$ cat config.mk
export PLATFORM = sky130hd
export DESIGN_NAME = base64_stream_decoder
export DESIGN_NICKNAME = d
export VERILOG_FILES = /design/src/sv/b64d_pkg.sv /design/src/sv/b64d_front.sv /design/src/sv/b64d_queue.sv /design/src/sv/b64d_back.sv /design/src/sv/base64_stream_decoder.sv
export SDC_FILE = /design/constraint.sdc
export NUM_CORES = 1
export LEC_CHECK = 0
export ABC_AREA = 1
export BUFFER_PORTS_ARGS = -buffer_cell sky130_fd_sc_hd__buf_2
export CORE_MARGIN = 1.5
export CORE_UTILIZATION = 55
export CTS_CLUSTER_SIZE = 40
export DETAILED_ROUTE_END_ITERATION = 10
export MAX_ROUTING_LAYER = met4
export PLACE_DENSITY = 0.76
export SYNTH_ARGS = -nofsm -noshare
export SYNTH_HDL_FRONTEND = slang
export SYNTH_HIERARCHICAL = 1
export SYNTH_SLANG_ARGS = --single-unit
$ cat constraint.sdc
create_clock -name clk -period 3.8 [get_ports clk]
set_clock_uncertainty 0.1 [all_clocks]
set_input_delay 0.19 -clock clk [delete_from_list [all_inputs] [get_ports clk]]
set_output_delay 0.19 -clock clk [all_outputs]
set_load 0.005 [all_outputs]
$ cat src/sv/b64d_pkg.sv
// Shared types, constants and the alphabet lookup of the base64 stream decoder.
package b64d_pkg;

	// Padding character '='.
	localparam logic [7:0] CHAR_PAD = 8'h3D;

	// Default depth of the queue between the front and the back.
	localparam int B64D_QUEUE_DEPTH = 4;

	// Status codes carried on every result.
	typedef enum logic [1:0] {
		ST_OK       = 2'd0,
		ST_BAD_CHAR = 2'd1,
		ST_BAD_LEN  = 2'd2,
		ST_BAD_PAD  = 2'd3
	} b64d_status_t;

	// One queue entry: a completed quartet or a single error result.
	typedef struct packed {
		logic [23:0]  word;      // three decoded bytes, first byte in the top bits
		logic [1:0]   last_idx;  // index of the final byte to emit (0 to 2)
		logic         msg_last;  // the entry closes the message
		b64d_status_t status;
	} b64d_entry_t;

	// Push request from the front into the queue.
	typedef struct packed {
		logic        push;
		b64d_entry_t entry;
	} b64d_push_t;

	// Maps a character to {invalid, sextet}; '=' counts as invalid here.
	function automatic logic [6:0] sextet_of(input logic [7:0] c);
		logic [7:0] d;
		d = 8'h00;
		if (c >= 8'h41 && c <= 8'h5A) begin
			d = c - 8'h41;
			return {1'b0, d[5:0]};
		end
		if (c >= 8'h61 && c <= 8'h7A) begin
			d = c - 8'h47;
			return {1'b0, d[5:0]};
		end
		if (c >= 8'h30 && c <= 8'h39) begin
			d = c + 8'h04;
			return {1'b0, d[5:0]};
		end
		if (c == 8'h2B) begin
			return {1'b0, 6'd62};
		end
		if (c == 8'h2F) begin
			return {1'b0, 6'd63};
		end
		return {1'b1, 6'd0};
	endfunction

endpackage

$ cat src/sv/b64d_front.sv
// Front of the decoder: accepts characters, checks them and builds queue entries.
module b64d_front
	import b64d_pkg::*;
(
	input  logic       clk,
	input  logic       arst_n,
	input  logic       in_valid,
	output logic       in_ready,
	input  logic [7:0] in_char,
	input  logic       msg_end,
	input  logic       queue_full,
	output b64d_push_t push_o
);

	logic [17:0] acc_q;
	logic [1:0]  pos_q;
	logic [1:0]  pad_q;
	logic        drain_q;

	logic        take;
	logic [6:0]  lookup;
	logic        is_pad;
	logic [5:0]  sx;
	logic [1:0]  pad_n;
	logic        err;
	b64d_status_t err_code;
	logic        quartet_done;

	assign in_ready = !queue_full;
	assign take     = in_valid && in_ready;
	assign lookup   = sextet_of(in_char);
	assign is_pad   = (in_char == CHAR_PAD);
	assign sx       = is_pad ? 6'd0 : lookup[5:0];
	assign pad_n    = pad_q + {1'b0, is_pad};

	// Classify the character against the quartet state, in order of precedence.
	always_comb begin
		err          = 1'b0;
		err_code     = ST_OK;
		quartet_done = 1'b0;
		if (!drain_q) begin
			if (!is_pad && lookup[6]) begin
				err      = 1'b1;
				err_code = ST_BAD_CHAR;
			end else if (!is_pad && pad_q != 2'd0) begin
				err      = 1'b1;
				err_code = ST_BAD_PAD;
			end else if (is_pad && pos_q < 2'd2) begin
				err      = 1'b1;
				err_code = ST_BAD_PAD;
			end else if (pos_q != 2'd3) begin
				if (msg_end) begin
					err      = 1'b1;
					err_code = ST_BAD_LEN;
				end
			end else if (pad_n != 2'd0 && !msg_end) begin
				err      = 1'b1;
				err_code = ST_BAD_PAD;
			end else begin
				quartet_done = 1'b1;
			end
		end
	end

	// Queue entry for an error result or a completed quartet.
	always_comb begin
		push_o.push           = take && (err || quartet_done);
		push_o.entry.word     = err ? 24'd0 : {acc_q, sx};
		push_o.entry.last_idx = err ? 2'd0 : 2'd2 - pad_n;
		push_o.entry.msg_last = err ? 1'b1 : msg_end;
		push_o.entry.status   = err_code;
	end

	// Quartet state and the drain flag.
	always_ff @(posedge clk or negedge arst_n) begin
		if (!arst_n) begin
			acc_q   <= 18'd0;
			pos_q   <= 2'd0;
			pad_q   <= 2'd0;
			drain_q <= 1'b0;
		end else if (take) begin
			if (drain_q) begin
				if (msg_end) begin
					drain_q <= 1'b0;
				end
			end else if (err) begin
				acc_q   <= 18'd0;
				pos_q   <= 2'd0;
				pad_q   <= 2'd0;
				drain_q <= !msg_end;
			end else if (quartet_done) begin
				acc_q <= 18'd0;
				pos_q <= 2'd0;
				pad_q <= 2'd0;
			end else begin
				acc_q <= {acc_q[11:0], sx};
				pos_q <= pos_q + 2'd1;
				pad_q <= pad_n;
			end
		end
	end

`ifndef SYNTHESIS
	a_drain_clean: assert property (@(posedge clk) disable iff (!arst_n)
		drain_q |-> (pos_q == 2'd0 && pad_q == 2'd0 && acc_q == 18'd0))
		else $error("quartet state not clear while draining");
	a_pad_place: assert property (@(posedge clk) disable iff (!arst_n)
		(pad_q != 2'd0) |-> (pos_q == 2'd3 && pad_q == 2'd1))
		else $error("padding count held outside the last quartet position");
	a_ok_on_fourth: assert property (@(posedge clk) disable iff (!arst_n)
		(push_o.push && push_o.entry.status == ST_OK) |-> (take && pos_q == 2'd3))
		else $error("quartet pushed before its fourth character");
`endif

endmodule

$ cat src/sv/b64d_queue.sv
// Short register queue that decouples the front from the back.
module b64d_queue
	import b64d_pkg::*;
#(
	parameter int DEPTH = B64D_QUEUE_DEPTH
) (
	input  logic        clk,
	input  logic        arst_n,
	input  b64d_push_t  push_i,
	input  logic        pop,
	output logic        full,
	output logic        head_valid,
	output b64d_entry_t head
);

	localparam int PW = (DEPTH > 1) ? $clog2(DEPTH) : 1;
	localparam int CW = $clog2(DEPTH + 1);

	b64d_entry_t   mem_q [DEPTH];
	logic [PW-1:0] wr_ptr_q;
	logic [PW-1:0] rd_ptr_q;
	logic [CW-1:0] count_q;
	logic          do_push;
	logic          do_pop;

	assign full       = (count_q == CW'(DEPTH));
	assign head_valid = (count_q != CW'(0));
	assign head       = mem_q[rd_ptr_q];
	assign do_push    = push_i.push && !full;
	assign do_pop     = pop && head_valid;

	// Entry storage.
	always_ff @(posedge clk) begin
		if (do_push) begin
			mem_q[wr_ptr_q] <= push_i.entry;
		end
	end

	// Pointers and fill count.
	always_ff @(posedge clk or negedge arst_n) begin
		if (!arst_n) begin
			wr_ptr_q <= '0;
			rd_ptr_q <= '0;
			count_q  <= '0;
		end else begin
			if (do_push) begin
				wr_ptr_q <= (wr_ptr_q == PW'(DEPTH - 1)) ? '0 : wr_ptr_q + PW'(1);
			end
			if (do_pop) begin
				rd_ptr_q <= (rd_ptr_q == PW'(DEPTH - 1)) ? '0 : rd_ptr_q + PW'(1);
			end
			case ({do_push, do_pop})
				2'b10:   count_q <= count_q + CW'(1);
				2'b01:   count_q <= count_q - CW'(1);
				default: count_q <= count_q;
			endcase
		end
	end

endmodule

$ cat src/sv/b64d_back.sv
// Back of the decoder: turns queue entries into results through an output register.
module b64d_back
	import b64d_pkg::*;
(
	input  logic        clk,
	input  logic        arst_n,
	input  logic        head_valid,
	input  b64d_entry_t head,
	output logic        pop,
	output logic        m_tvalid,
	input  logic        m_tready,
	output logic [7:0]  m_tdata,
	output logic        m_tlast,
	output logic [2:0]  m_tuser
);

	logic [1:0] k_q;
	logic       m_tvalid_q;
	logic [7:0] data_q;
	logic       done_q;
	logic [2:0] user_q;
	logic       load;
	logic       fin;
	logic [7:0] byte_sel;

	assign load = head_valid && (!m_tvalid_q || m_tready);
	assign fin  = (k_q == head.last_idx);
	assign pop  = load && fin;

	// Pick the byte of the current entry.
	always_comb begin
		case (k_q)
			2'd0:    byte_sel = head.word[23:16];
			2'd1:    byte_sel = head.word[15:8];
			2'd2:    byte_sel = head.word[7:0];
			default: byte_sel = 8'd0;
		endcase
	end

	// Byte index within the entry and the output valid flag.
	always_ff @(posedge clk or negedge arst_n) begin
		if (!arst_n) begin
			k_q        <= 2'd0;
			m_tvalid_q <= 1'b0;
		end else begin
			if (load) begin
				k_q <= fin ? 2'd0 : k_q + 2'd1;
			end
			if (load) begin
				m_tvalid_q <= 1'b1;
			end else if (m_tready) begin
				m_tvalid_q <= 1'b0;
			end
		end
	end

	// Output payload register.
	always_ff @(posedge clk) begin
		if (load) begin
			data_q <= byte_sel;
			done_q <= fin && head.msg_last;
			user_q <= {head.status, fin};
		end
	end

	assign m_tvalid = m_tvalid_q;
	assign m_tdata  = data_q;
	assign m_tlast  = done_q;
	assign m_tuser  = user_q;

`ifndef SYNTHESIS
	a_index_range: assert property (@(posedge clk) disable iff (!arst_n)
		k_q != 2'd3)
		else $error("byte index out of range");
	a_done_is_run_end: assert property (@(posedge clk) disable iff (!arst_n)
		(m_tvalid_q && done_q) |-> user_q[0])
		else $error("message end without run end");
	a_error_shape: assert property (@(posedge clk) disable iff (!arst_n)
		(m_tvalid_q && user_q[2:1] != ST_OK) |-> (data_q == 8'd0 && done_q && user_q[0]))
		else $error("error result not a single closing result");
`endif

endmodule

$ cat src/sv/base64_stream_decoder.sv
// Top level of the streaming base64 decoder.
// Usage:
//   Slave channel: one base64 character per transfer on s_tdata, with s_tlast
//   set on the final character of a message.
//   Master channel: one decoded byte per transfer on m_tdata; m_tlast marks
//   the final result of a message, m_tuser[0] the last result caused by one
//   character and m_tuser[2:1] the status (0 ok, 1 invalid character,
//   2 bad length, 3 misplaced padding). After an error one status result
//   is sent and the rest of the message is dropped.
// Timing:
//   Characters are taken one per cycle while the queue is not full. The
//   fourth character of a quartet queues one entry; its first byte reaches
//   the master side through the queue and the single output register, and
//   the rest follow. Output is one result per cycle while m_tready is high.
// Reset and stalls:
//   arst_n clears the quartet state, the queue and the output valid flag.
//   When m_tready stays low the queue fills and s_tready falls once it is
//   full; no result is lost or repeated.
module base64_stream_decoder
	import b64d_pkg::*;
#(
	parameter int QUEUE_DEPTH = B64D_QUEUE_DEPTH
) (
	input  logic       clk,
	input  logic       arst_n,
	input  logic       s_tvalid,
	output logic       s_tready,
	input  logic [7:0] s_tdata,   // [7:0] in_char
	input  logic       s_tlast,
	output logic       m_tvalid,
	input  logic       m_tready,
	output logic [7:0] m_tdata,   // [7:0] data_byte
	output logic       m_tlast,
	output logic [2:0] m_tuser    // [0] run_end, [2:1] status
);

	b64d_push_t  push;
	b64d_entry_t head;
	logic        queue_full;
	logic        head_valid;
	logic        pop;

	b64d_front u_front (
		.clk        (clk),
		.arst_n     (arst_n),
		.in_valid   (s_tvalid),
		.in_ready   (s_tready),
		.in_char    (s_tdata),
		.msg_end    (s_tlast),
		.queue_full (queue_full),
		.push_o     (push)
	);

	b64d_queue #(
		.DEPTH (QUEUE_DEPTH)
	) u_queue (
		.clk        (clk),
		.arst_n     (arst_n),
		.push_i     (push),
		.pop        (pop),
		.full       (queue_full),
		.head_valid (head_valid),
		.head       (head)
	);

	b64d_back u_back (
		.clk        (clk),
		.arst_n     (arst_n),
		.head_valid (head_valid),
		.head       (head),
		.pop        (pop),
		.m_tvalid   (m_tvalid),
		.m_tready   (m_tready),
		.m_tdata    (m_tdata),
		.m_tlast    (m_tlast),
		.m_tuser    (m_tuser)
	);

endmodule
==> flow_summary_export.csv, run 1 <==
group,metric,value,unit
critical_path,rr_startpoint,"u_front/pad_q[0]$_DFFE_PN0P_",
drt,drt_iter0_markers,414,
layout,fin_cells,1052,
layout,final_net_count,891,
drt,route.detailed.drc,0,
sta,finalCritPeriodShare,86.5,%
critical_path,ff2ff_path_depth,16,
drt,wl_per_cell,15.6,um
drt,ant_nets,0,
yosys,yosysSeqAreaShare,57.5,%
outcome,status,"finished clean",
sta,finalCriticalPeriod,3.29,ns
clock_network,cts.sinks,161,
global_route,grt_usage,23.0,%
layout,antenna_cells,0,
sta,maxSlewViolCount,0,
critical_path,regToRegSetupSlack,0.67,ns
drt,num_vias,5533,
yosys,yosysTopAreaCellShare,47.3,%
critical_path,path_max_fanout,4,
sta,hold_viol,0,
floorplan,io_pins,27,
global_route,grt_max_degree,68,
clock_network,numCtsBuffers,17,
job,max_cap_viol_count,0,
floorplan,die_w,124,um
yosys,synth.distinct_cells,37,
clock_network,cts_root_buffer,"clkbuf_16",
sta,timing.setup.tns,0,ns
yosys,postSynthAreaPerCell,9.86,um2
floorplan,fp.dieH,124,um
yosys,synth_seq_cells,161,
drt,dr.pass1.iters,5,
global_route,grt_pass1_wl,26.8,mm
floorplan,initial_core_util,56.1,%
drt,drt-vias-per-instance,5.26,
yosys,yosys-top-cells-area,"edfxtp_1 (47%), nand2_1 (11%), dfrtp_1 (10%), inv_1 (6.0%), o211ai_1 (3.6%)",
critical_path,cp-start-kind,"input pin",
clock_network,clock_latency,0.42,ns
floorplan,coreArea,14500,um2
critical_path,crit_type,"in2reg",
power_and_ir_drop,vdd_drop_max,0.000318,V
critical_path,rr_endpoint,"u_queue/count_q[1]$_DFFE_PN0P_",
yosys,yosysTopAreaCell,"edfxtp_1",
critical_path,critPathArrivalTime,3.52,ns
layout,seq_area,4670,um2
power_and_ir_drop,leakagePower,4.09,nW
clock_network,cts_max_level,4,
global_route,grt_overflow_total,0,
yosys,syn_inst,823,
yosys,synth.net_count,859,
layout,fillCellCount,1151,
place,routabilityCongestion,0.929,
sta,worstMarginPinSlew,0.834,ns
yosys,netlist_area,8120,um2
power_and_ir_drop,power,0.00642,W
yosys,synth_warnings,6,
clock_network,cts_tree,"done",
sta,rsz0062_at_grt,"false",
sta,max-slew-margin-rel,44.4,%
place,io_buffers,26,
sta,setup_ws,0.511,ns
clock_network,cts_setup_buffers,0,
sta,setup_violations,0,
layout,multi_input_area,2710,um2
layout,final_area,9080,um2
drt,totalWireLength,16.4,mm
place,hpwl,10.5,mm
critical_path,endpoint_kind,"register",
place,place_area,8460,um2
critical_path,cp.required,4.04,ns
place,dp_slack,0.0688,ns
layout,layout-drive-gt1-share,16.7,%
worst_hold_path,hold_class,"in2reg",
place,dp.cells,1017,
global_route,grt_pass1_vias,5387,
clock_network,cts_buffer_depth,2,
critical_path,crit_end,"u_queue/count_q[1]$_DFFE_PN0P_",
global_route,antenna_found_initial,0,
critical_path,startpoint,"s_tdata[1]",
layout,area_growth,11.9,%
power_and_ir_drop,p_per_area,707,nW/um2
sta,fmax,304,MHz
floorplan,die-area,15500,um2
floorplan,fp-row-count,44,
clock_network,clkSlewWorstSetupHoldPaths,0.06,ns
-- through the flow --
stage | util [%] | hold WS (ns)
final | 62.7 | 0.0861
after detailed placement | 58.4 | 0.227
after global routing | 62.7 | 0.0852
after floorplan | - | -0.206
after CTS | 62.7 | 0.0631
after global placement | 58.4 | 0.226
-- layout make-up --
cell class | count | share of cell area [%]
Sequential cell | 161 | 51.4
Clock inverter | 14 | 1.83
Tap cell | 184 | 2.53
Inverter | 139 | 5.74
Multi-Input combinational cell | 489 | 29.8
Timing Repair Buffer | 47 | 3.94
Clock buffer | 18 | 4.72
-- report_power, final --
group          total, W  internal, W  switching, W
clock network   0.00170      0.00103      0.000671
registers       0.00263      0.00242      0.000208
logic           0.00210     0.000682       0.00142
-- cells in the final DEF, fill, tap and decap left out, drive strengths merged --
master,instances
a21oi,8
a31oi,1
and3,1
buf,44
bufinv,3
clkbuf,18
clkinv,7
clkinvlp,4
dfrtp,33
dlygate4sd3,3
edfxtp,128
fa,1
ha,22
inv,139
nand2,254
nand3,54
nand3b,1
nand4,9
nor2,58
nor3,2
o211ai,58
o21ai,12
or2,2
xnor2,2
xor2,4
-- state kept, by name, indices dropped and copies added, names as in the netlist --
register          cells
u_back/k_q            2
u_front/pos_q         2
u_back/m_tuser        3
u_back/m_tdata        8
u_front/drain_q       1
u_back/m_tvalid       1
u_queue/mem_q       116
u_back/m_tlast        1
u_front/pad_q         2
u_queue/rd_ptr_q      2
u_queue/count_q       3
u_front/acc_q        18
u_queue/wr_ptr_q      2
-- cell usage after synthesis --
cell type and instances:
buf_6 6, nand3_1 38, nor2_4 1, inv_2 10
nand4_2 1, clkbuf_1 4, ha_1 22, or2_2 2
o21ai_0 12, nand3_4 1, nor3_1 1, nor2_2 3
buf_2 17, nor2_1 54, nand2_2 6, xor2_1 4
edfxtp_1 128, and3_4 1, a21oi_2 1, nand4_1 8
nand2_4 3, fa_1 1, nand2_1 245, nand3b_1 1
a31oi_1 1, clkbuf_2 1, inv_1 129, xnor2_1 2
a21oi_1 6, a21oi_4 1, buf_4 5, nor3_4 1
o211ai_2 19, buf_12 1, o211ai_1 39, nand3_2 15
dfrtp_1 33
-- worst max-delay path, stage by stage --
cell and delay [ns]:
buf_2 0.11, inv_1 0.12, ha_1 0.18, nand2_1 0.09, nor3_4 0.27, ha_1 0.21, xor2_1 0.23, inv_1 0.07
ha_1 0.17, or2_2 0.28, nor2_1 0.13, a21oi_1 0.06, and3_4 0.15, nand2_4 0.07, nand2_4 0.05, a21oi_4 0.14
nand2_1 0.09, ha_1 0.22, inv_1 0.08, fa_1 0.41, o21ai_0 0.18
-- cell families (layout without fill, tap and decap cells) --
logic type	count (synthesis)	after routing	share of synthesized area [%]
buf+inv	173	218	9.26
simple gates	381	381	20.9
fa+ha+maj	23	23	3.64
flops	161	161	57.5
compound gates	79	79	8.03
xor+xnor	6	6	0.647
-- routing by layer --
metal	routed length, um	part of all wire, %	track usage, %
met3	849	5.2	4.25
met1	7040	43	28.3
met5	0	0	-
met4	336	2.0	9.47
met2	8190	50	37.6
-- worst min-delay path by stage --
stage / start / endpoint / slack (ns) / cells past startpoint
2_1_floorplan: arst_n / u_back/k_q[0]$_DFFE_PN0P_ / -0.21 / 0
4_1_cts: s_tvalid / u_front/drain_q$_DFFE_PN0P_ / 0.06 / 4
3_5_place_dp: arst_n / u_back/k_q[0]$_DFFE_PN0P_ / 0.23 / 1
3_3_place_gp: arst_n / u_back/k_q[0]$_DFFE_PN0P_ / 0.23 / 1
5_1_grt: s_tvalid / u_front/drain_q$_DFFE_PN0P_ / 0.09 / 4
6_report: s_tvalid / u_front/drain_q$_DFFE_PN0P_ / 0.09 / 4
-- timing repair --
item,in CTS,in global routing
gates resized for setup,0,0
endpoints found under the hold margin,35,0
hold buffers,3,0
Power figures use the tool's default switching activity.
==> inputs of run 2 (changes only) <==
--- a/config.mk
+++ b/config.mk
@@ -8,11 +8,11 @@
 export ABC_AREA = 1
 export BUFFER_PORTS_ARGS = -buffer_cell sky130_fd_sc_hd__buf_2
 export CORE_MARGIN = 1.5
-export CORE_UTILIZATION = 55
+export CORE_UTILIZATION = 56
 export CTS_CLUSTER_SIZE = 40
 export DETAILED_ROUTE_END_ITERATION = 10
 export MAX_ROUTING_LAYER = met4
-export PLACE_DENSITY = 0.76
+export PLACE_DENSITY = 0.77
 export SYNTH_ARGS = -nofsm -noshare
 export SYNTH_HDL_FRONTEND = slang
 export SYNTH_HIERARCHICAL = 1
==> flow_summary_export.csv, run 2 (synthesis gave the netlist of run 1 again) <==
group,metric,value,unit
outcome,status,"finished clean",
critical_path,cp-start-kind,"input pin",
global_route,antenna_found_initial,0,
layout,mostFrequentLayoutCells,"nand2_1 (245), inv_1 (129), edfxtp_1 (128)",
critical_path,cp.buffers_inverters,4,
critical_path,critPathMostFrequentCell,"ha_1",
place,routabilityCongestion,0.937,
sta,rsz0062_at_grt,"false",
place,hpwl,10.5,mm
power_and_ir_drop,vdd_drop_max,0.000429,V
sta,setup_violations,0,
sta,fmax,312,MHz
floorplan,io_pins,27,
global_route,grt_pass1_wl,26.9,mm
layout,layout-drive-gt1-share,16.6,%
critical_path,critPathTopFamily,"adder cells",
floorplan,initial_core_util,57.8,%
drt,drt-vias-per-instance,5.27,
drt,route.detailed.drc,0,
clock_network,cts_root_buffer,"clkbuf_16",
sta,finalCritPeriodShare,84.3,%
place,dp.cells,1011,
global_route,grt_pass1_vias,5347,
worst_hold_path,hold_class,"in2reg",
place,place_area,8430,um2
layout,fin_cells,1044,
layout,area_growth,12.2,%
clock_network,clock_latency,0.43,ns
floorplan,die_w,123,um
layout,largest_reg_flops,116,
critical_path,path_max_fanout,4,
sta,worstMarginPinSlew,0.878,ns
job,max_cap_viol_count,0,
drt,wl_per_cell,15.7,um
power_and_ir_drop,p_per_area,726,nW/um2
layout,final_net_count,888,
clock_network,numCtsBuffers,17,
sta,timing.setup.tns,0,ns
critical_path,critPathArrivalTime,3.45,ns
sta,finalCriticalPeriod,3.20,ns
sta,max-slew-margin-rel,41.5,%
clock_network,cts.sinks,161,
clock_network,cts_buffer_depth,2,
critical_path,slowest_stage,"fa_1",
sta,maxSlewViolCount,0,
critical_path,endpoint_kind,"register",
floorplan,die-area,15200,um2
layout,final_common_cell,"nand2_1",
place,io_buffers,26,
layout,final_area,9110,um2
critical_path,crit_type,"in2reg",
sta,hold_viol,0,
drt,dr.pass1.iters,5,
power_and_ir_drop,leakagePower,4.10,nW
floorplan,fp-row-count,43,
clock_network,clkSlewWorstSetupHoldPaths,0.06,ns
clock_network,cts_tree,"done",
layout,largest_register,"u_queue/mem_q",
critical_path,cp.required,4.05,ns
power_and_ir_drop,power,0.00661,W
drt,num_vias,5499,
floorplan,fp.dieH,123,um
critical_path,worst_path_largest_cell_delay,0.40,ns
drt,totalWireLength,16.4,mm
global_route,grt_overflow_total,0,
critical_path,crit_chain,"buf_2 > inv_1 > ha_1 > nand2_1 > nor3_4 > ha_1 > xor2_1 > inv_1 > ha_1 > or2_2 > nor2_1 > a21oi_1 > and3_4 > nand2_4 > nand2_4 > a21oi_4 > nand2_1 > ha_1 > inv_1 > fa_1 > o21ai_0",
floorplan,coreArea,14000,um2
clock_network,cts_max_level,4,
global_route,grt_max_degree,89,
drt,ant_nets,0,
layout,antenna_cells,0,
drt,drt_iter0_markers,527,
global_route,grt_usage,24.7,%
==> run 2: area by class of cell <==
class | instances | area, um2
timing repair buffer | 44 | 320
sequential | 161 | 4670
clock buffer | 17 | 425
multi-input combinational | 489 | 2710
fill | 1065 | 4930
inverter | 139 | 522
clock inverter | 14 | 238
tap | 180 | 225
==> run 2: power by group <==
part | switching [W] | internal (W) | total, W
logic | 0.00137 | 0.000667 | 0.00204
registers | 0.000248 | 0.00242 | 0.00266
clock network | 0.000680 | 0.00123 | 0.00191
==> run 2: worst min-delay path, stage by stage <==
cell	delay (ns)
buf_2	0.11
inv_1	0.06
nor2_1	0.10
a21oi_1	0.05
==> run 2: worst paths after layout <==
kind	from	endpoint	slack [ns]	cells past startpoint
min reg2reg	u_front/acc_q[17]$_DFFE_PN0P_	u_front/acc_q[17]$_DFFE_PN0P_	0.39	2
min	s_tlast	u_front/drain_q$_DFFE_PN0P_	0.02	4
max	s_tdata[1]	u_queue/count_q[1]$_DFFE_PN0P_	0.60	21
min in group asynchronous	arst_n	u_back/m_tvalid$_DFFE_PN0P_	0.27	2
max reg2reg	u_front/pad_q[0]$_DFFE_PN0P_	u_queue/count_q[1]$_DFFE_PN0P_	0.74	16
max in group asynchronous	arst_n	u_queue/rd_ptr_q[0]$_DFFE_PN0P_	2.73	2
==> run 2: metrics by stage <==
step	hold WS (ns)	worst slack [ns]	util [%]
6_report	0.0234	0.597	64.9
5_1_grt	0.0390	0.293	64.9
3_5_place_dp	0.227	0.173	60.0
4_1_cts	0.00842	0.601	64.9
3_3_place_gp	0.234	0.232	60.0
2_1_floorplan	-0.206	-0.229	-
==> run 2: per-layer routing <==
metal	vias up	wire, um	GRT usage (%)
met5	-	0	-
met4	0	439	10.3
met3	37	920	5.63
met2	159	8140	40.5
met1	2564	6910	29.6
li1	2739	-	-
==> run 2: repair_timing <==
item,CTS,global route
buffers inserted,0,0
setup endpoints to repair,0,0
resized for setup,0,0
endpoints found under the hold margin,34,0
hold buffers,2,0
==> inputs of run 3 (changes only) <==
--- a/config.mk
+++ b/config.mk
@@ -5,7 +5,7 @@
 export SDC_FILE = /design/constraint.sdc
 export NUM_CORES = 1
 export LEC_CHECK = 0
-export ABC_AREA = 1
+export ABC_AREA = 0
 export BUFFER_PORTS_ARGS = -buffer_cell sky130_fd_sc_hd__buf_2
 export CORE_MARGIN = 1.5
 export CORE_UTILIZATION = 56
==> constraint.sdc (replaced) <==
create_clock -name clk -period 2.6 [get_ports clk]
set_clock_uncertainty 0.1 [all_clocks]
set_input_delay 0.13 -clock clk [delete_from_list [all_inputs] [get_ports clk]]
set_output_delay 0.13 -clock clk [all_outputs]
set_load 0.005 [all_outputs]
==> flow_summary_export.csv, run 3 <==
group,metric,value,unit
yosys,synth_seq_cells,161,
yosys,yosysTopAreaCellShare,52.5,%
yosys,yosysSeqAreaShare,63.7,%
floorplan,coreArea,12700,um2
yosys,synth.distinct_cells,76,
yosys,synth.net_count,494,
power_and_ir_drop,clockPowerShare,28.2,%
sta,rsz0062_at_grt,"true",
drt,drt-vias-per-instance,6.03,
place,io_buffers,26,
sta,maxSlewViolCount,0,
drt,drt_iter0_markers,491,
yosys,syn_inst,458,
layout,final_net_count,589,
clock_network,cts_max_level,4,
yosys,synth_ff_type,"edfxtp_1",
yosys,netlist_area,7330,um2
critical_path,crit_chain,"mux4_2 > xor2_1 > nor2_2 > and2_4 > nand2_4 > inv_4 > ha_4 > inv_2 > fa_2 > xor2_1 > nor2_1 > xor2_1",
global_route,antenna_found_initial,0,
global_route,grtUsageMet3,3.65,%
clock_network,cts_buffer_depth,2,
yosys,yosysTopAreaCell,"edfxtp_1",
sta,hold_viol,0,
global_route,use_met1,31.1,%
drt,num_vias,4453,
power_and_ir_drop,internal_power,0.00579,W
yosys,synth_warnings,6,
clock_network,cts_root_buffer,"clkbuf_16",
global_route,grt_usage,24.8,%
place,dp.cells,698,
floorplan,fp.dieH,117,um
critical_path,cp.required,2.85,ns
floorplan,die_w,117,um
global_route,grt_overflow_total,0,
critical_path,path_max_fanout,3,
floorplan,initial_core_util,57.8,%
critical_path,cp-start-kind,"register",
critical_path,critPathTopFamily,"multiplexers",
critical_path,critPathArrivalTime,2.88,ns
layout,largest_register,"u_queue/mem_q",
sta,fmax,380,MHz
sta,max-slew-margin-rel,46.9,%
power_and_ir_drop,pwr-share-seq,41.4,%
job,max_cap_viol_count,0,
power_and_ir_drop,p_sw,0.00252,W
yosys,postSynthAreaPerCell,16.0,um2
place,routabilityCongestion,0.918,
global_route,grt_pass1_vias,4734,
clock_network,clkSlewWorstSetupHoldPaths,0.06,ns
global_route,top_usage_layer,"met2",
clock_network,cts_tree,"done",
layout,antenna_cells,0,
global_route,grt_max_degree,34,
drt,wl_per_cell,21.5,um
outcome,status,"finished, violations left",
layout,final_common_cell,"edfxtp_1",
outcome,violations,"negative setup slack",
power_and_ir_drop,vdd_drop_max,0.000497,V
floorplan,die-area,13800,um2
global_route,grt_pass1_wl,25.2,mm
layout,fillCellCount,812,
drt,route.detailed.drc,0,
yosys,synth_common_cells,"edfxtp_1 (128), dfrtp_1 (33), mux4_2 (29), ha_1 (22), inv_1 (21)",
drt,dr.pass1.iters,5,
critical_path,worst_path_largest_cell_delay,0.55,ns
layout,mostFrequentLayoutCells,"edfxtp_1 (128), buf_4 (59), dfrtp_1 (31)",
critical_path,slowest_stage,"mux4_2",
global_route,grt_use_met2,40.8,%
layout,layout-drive-gt1-share,36.7,%
floorplan,io_pins,27,
layout,final_util,70.2,%
power_and_ir_drop,swShare,30.3,%
clock_network,cts.sinks,161,
place,place_area,8190,um2
sta,setup_violations,1,
yosys,synth_edf_count,128,
sta,whs,0.0731,ns
layout,area_growth,21.3,%
drt,totalWireLength,15.9,mm
power_and_ir_drop,p_per_area,935,nW/um2
yosys,postSynth.asyncResetShare,20.5,%
clock_network,numCtsBuffers,17,
yosys,yosysMostFrequentCell,"edfxtp_1",
worst_hold_path,hold_class,"in2reg",
drt,ant_nets,0,
place,hpwl,10.6,mm
critical_path,critPathMostFrequentCell,"xor2_1",
critical_path,crit_type,"reg2reg",
layout,largest_reg_flops,116,
critical_path,endpoint_kind,"register",
power_and_ir_drop,leakagePower,3.30,nW
layout,final_area,8890,um2
layout,fin_cells,738,
clock_network,clock_latency,0.43,ns
critical_path,regToRegSetupSlack,-0.03,ns
floorplan,fp-row-count,41,
sta,setup_ws,-0.0298,ns
critical_path,cp.buffers_inverters,2,
sta,finalCriticalPeriod,2.63,ns
sta,worstMarginPinSlew,0.796,ns
sta,finalCritPeriodShare,101,%
yosys,yosys-top-cells-area,"edfxtp_1 (52%), dfrtp_1 (11%), mux4_2 (8.9%), ha_1 (3.8%), a21boi_1 (1.7%)",
power_and_ir_drop,combPwrFrac,30.4,%
-- run 3: cell types whose count changed after synthesis, sizes merged, moves of 8 or more --
cell,delta
and2,+8
a22o,+14
inv,-118
a21boi,+20
nand3,-50
o211ai,-57
buf,-15
nor2,-41
mux4,+29
a222oi,+8
nand4,-8
nand2,-236
-- run 3: logic make-up after synthesis --
group | after synthesis | share of synthesized area, %
DFF | 161 | 63.7
AOI/OAI and AO/OA | 96 | 10.4
and+or+nand+nor | 93 | 8.08
buffers and inverters | 42 | 2.85
muxes | 35 | 9.92
adders and majority gates | 23 | 4.03
xor gates and xnor gates | 8 | 0.956
-- run 3: path summary, 6_finish.rpt --
kind | startpoint | endpoint | depth (start not counted)
setup / recovery | u_queue/rd_ptr_q[0]$_DFFE_PN0P_ | u_queue/count_q[2]$_DFFE_PN0P_ | 12
hold / removal | s_tvalid | u_front/drain_q$_DFFE_PN0P_ | 5
setup reg to reg | u_queue/rd_ptr_q[0]$_DFFE_PN0P_ | u_queue/count_q[2]$_DFFE_PN0P_ | 12
hold reg to reg | u_queue/count_q[2]$_DFFE_PN0P_ | u_queue/count_q[2]$_DFFE_PN0P_ | 1
max in group asynchronous | arst_n | u_front/pad_q[0]$_DFFE_PN0P_ | 2
min in group asynchronous | arst_n | u_front/acc_q[7]$_DFFE_PN0P_ | 2
-- run 3: power by group through the flow --
stage,clock (W),sequential (W),combinational [W]
6_report,0.00234,0.00344,0.00253
5_1_grt,0.00247,0.00348,0.00272
4_1_cts,0.00237,0.00344,0.00252
3_5_place_dp,0,0.00349,0.00242
3_3_place_gp,0,0.00346,0.00235
2_1_floorplan,0,0.00346,0.00167
-- run 3: worst reg2reg max path, stage by stage, from the launching register on --
cell and delay [ns]:
dfrtp_2 0.40, mux4_2 0.56, xor2_1 0.18, nor2_2 0.12, and2_4 0.17, nand2_4 0.06
inv_4 0.06, ha_4 0.13, inv_2 0.04, fa_2 0.32, xor2_1 0.15, nor2_1 0.12
xor2_1 0.15
-- run 3: stage by stage --
step	setup TNS (ns)	power, W	setup WS, ns
floorplan	-3.35	0.00513	-0.132
global placement	-30.15	0.00581	-0.214
detailed placement	-45.04	0.00591	-0.301
CTS	-0.0356	0.00834	-0.0356
global route	-0.114	0.00866	-0.114
finish	-0.0298	0.00831	-0.0298
-- run 3: repair_timing --
action,CTS,global route
gates cloned,0,1
setup buffers,3,1
endpoints found under the hold margin,35,0
hold buffers,3,0
endpoints found under the setup margin,1,101
resized for setup,2,9
pin swaps,5,0
-- run 3: metal layers --
metal	share of wire, %	vias up	routed length [um]
met1	41	2260	6480
met2	53	179	8350
met5	0	-	0
met3	5.4	16	852
met4	1.3	0	214
li1	-	1998	-
-- run 3: layout make-up --
cell class	count	area, um2	share of cell area [%]
clock buffer	17	425	4.78
sequential	161	4670	52.5
timing repair buffer	97	788	8.86
clock inverter	15	136	1.53
inverter	21	83.8	0.943
multi-input combinational	255	2570	28.9
tap	172	215	2.42
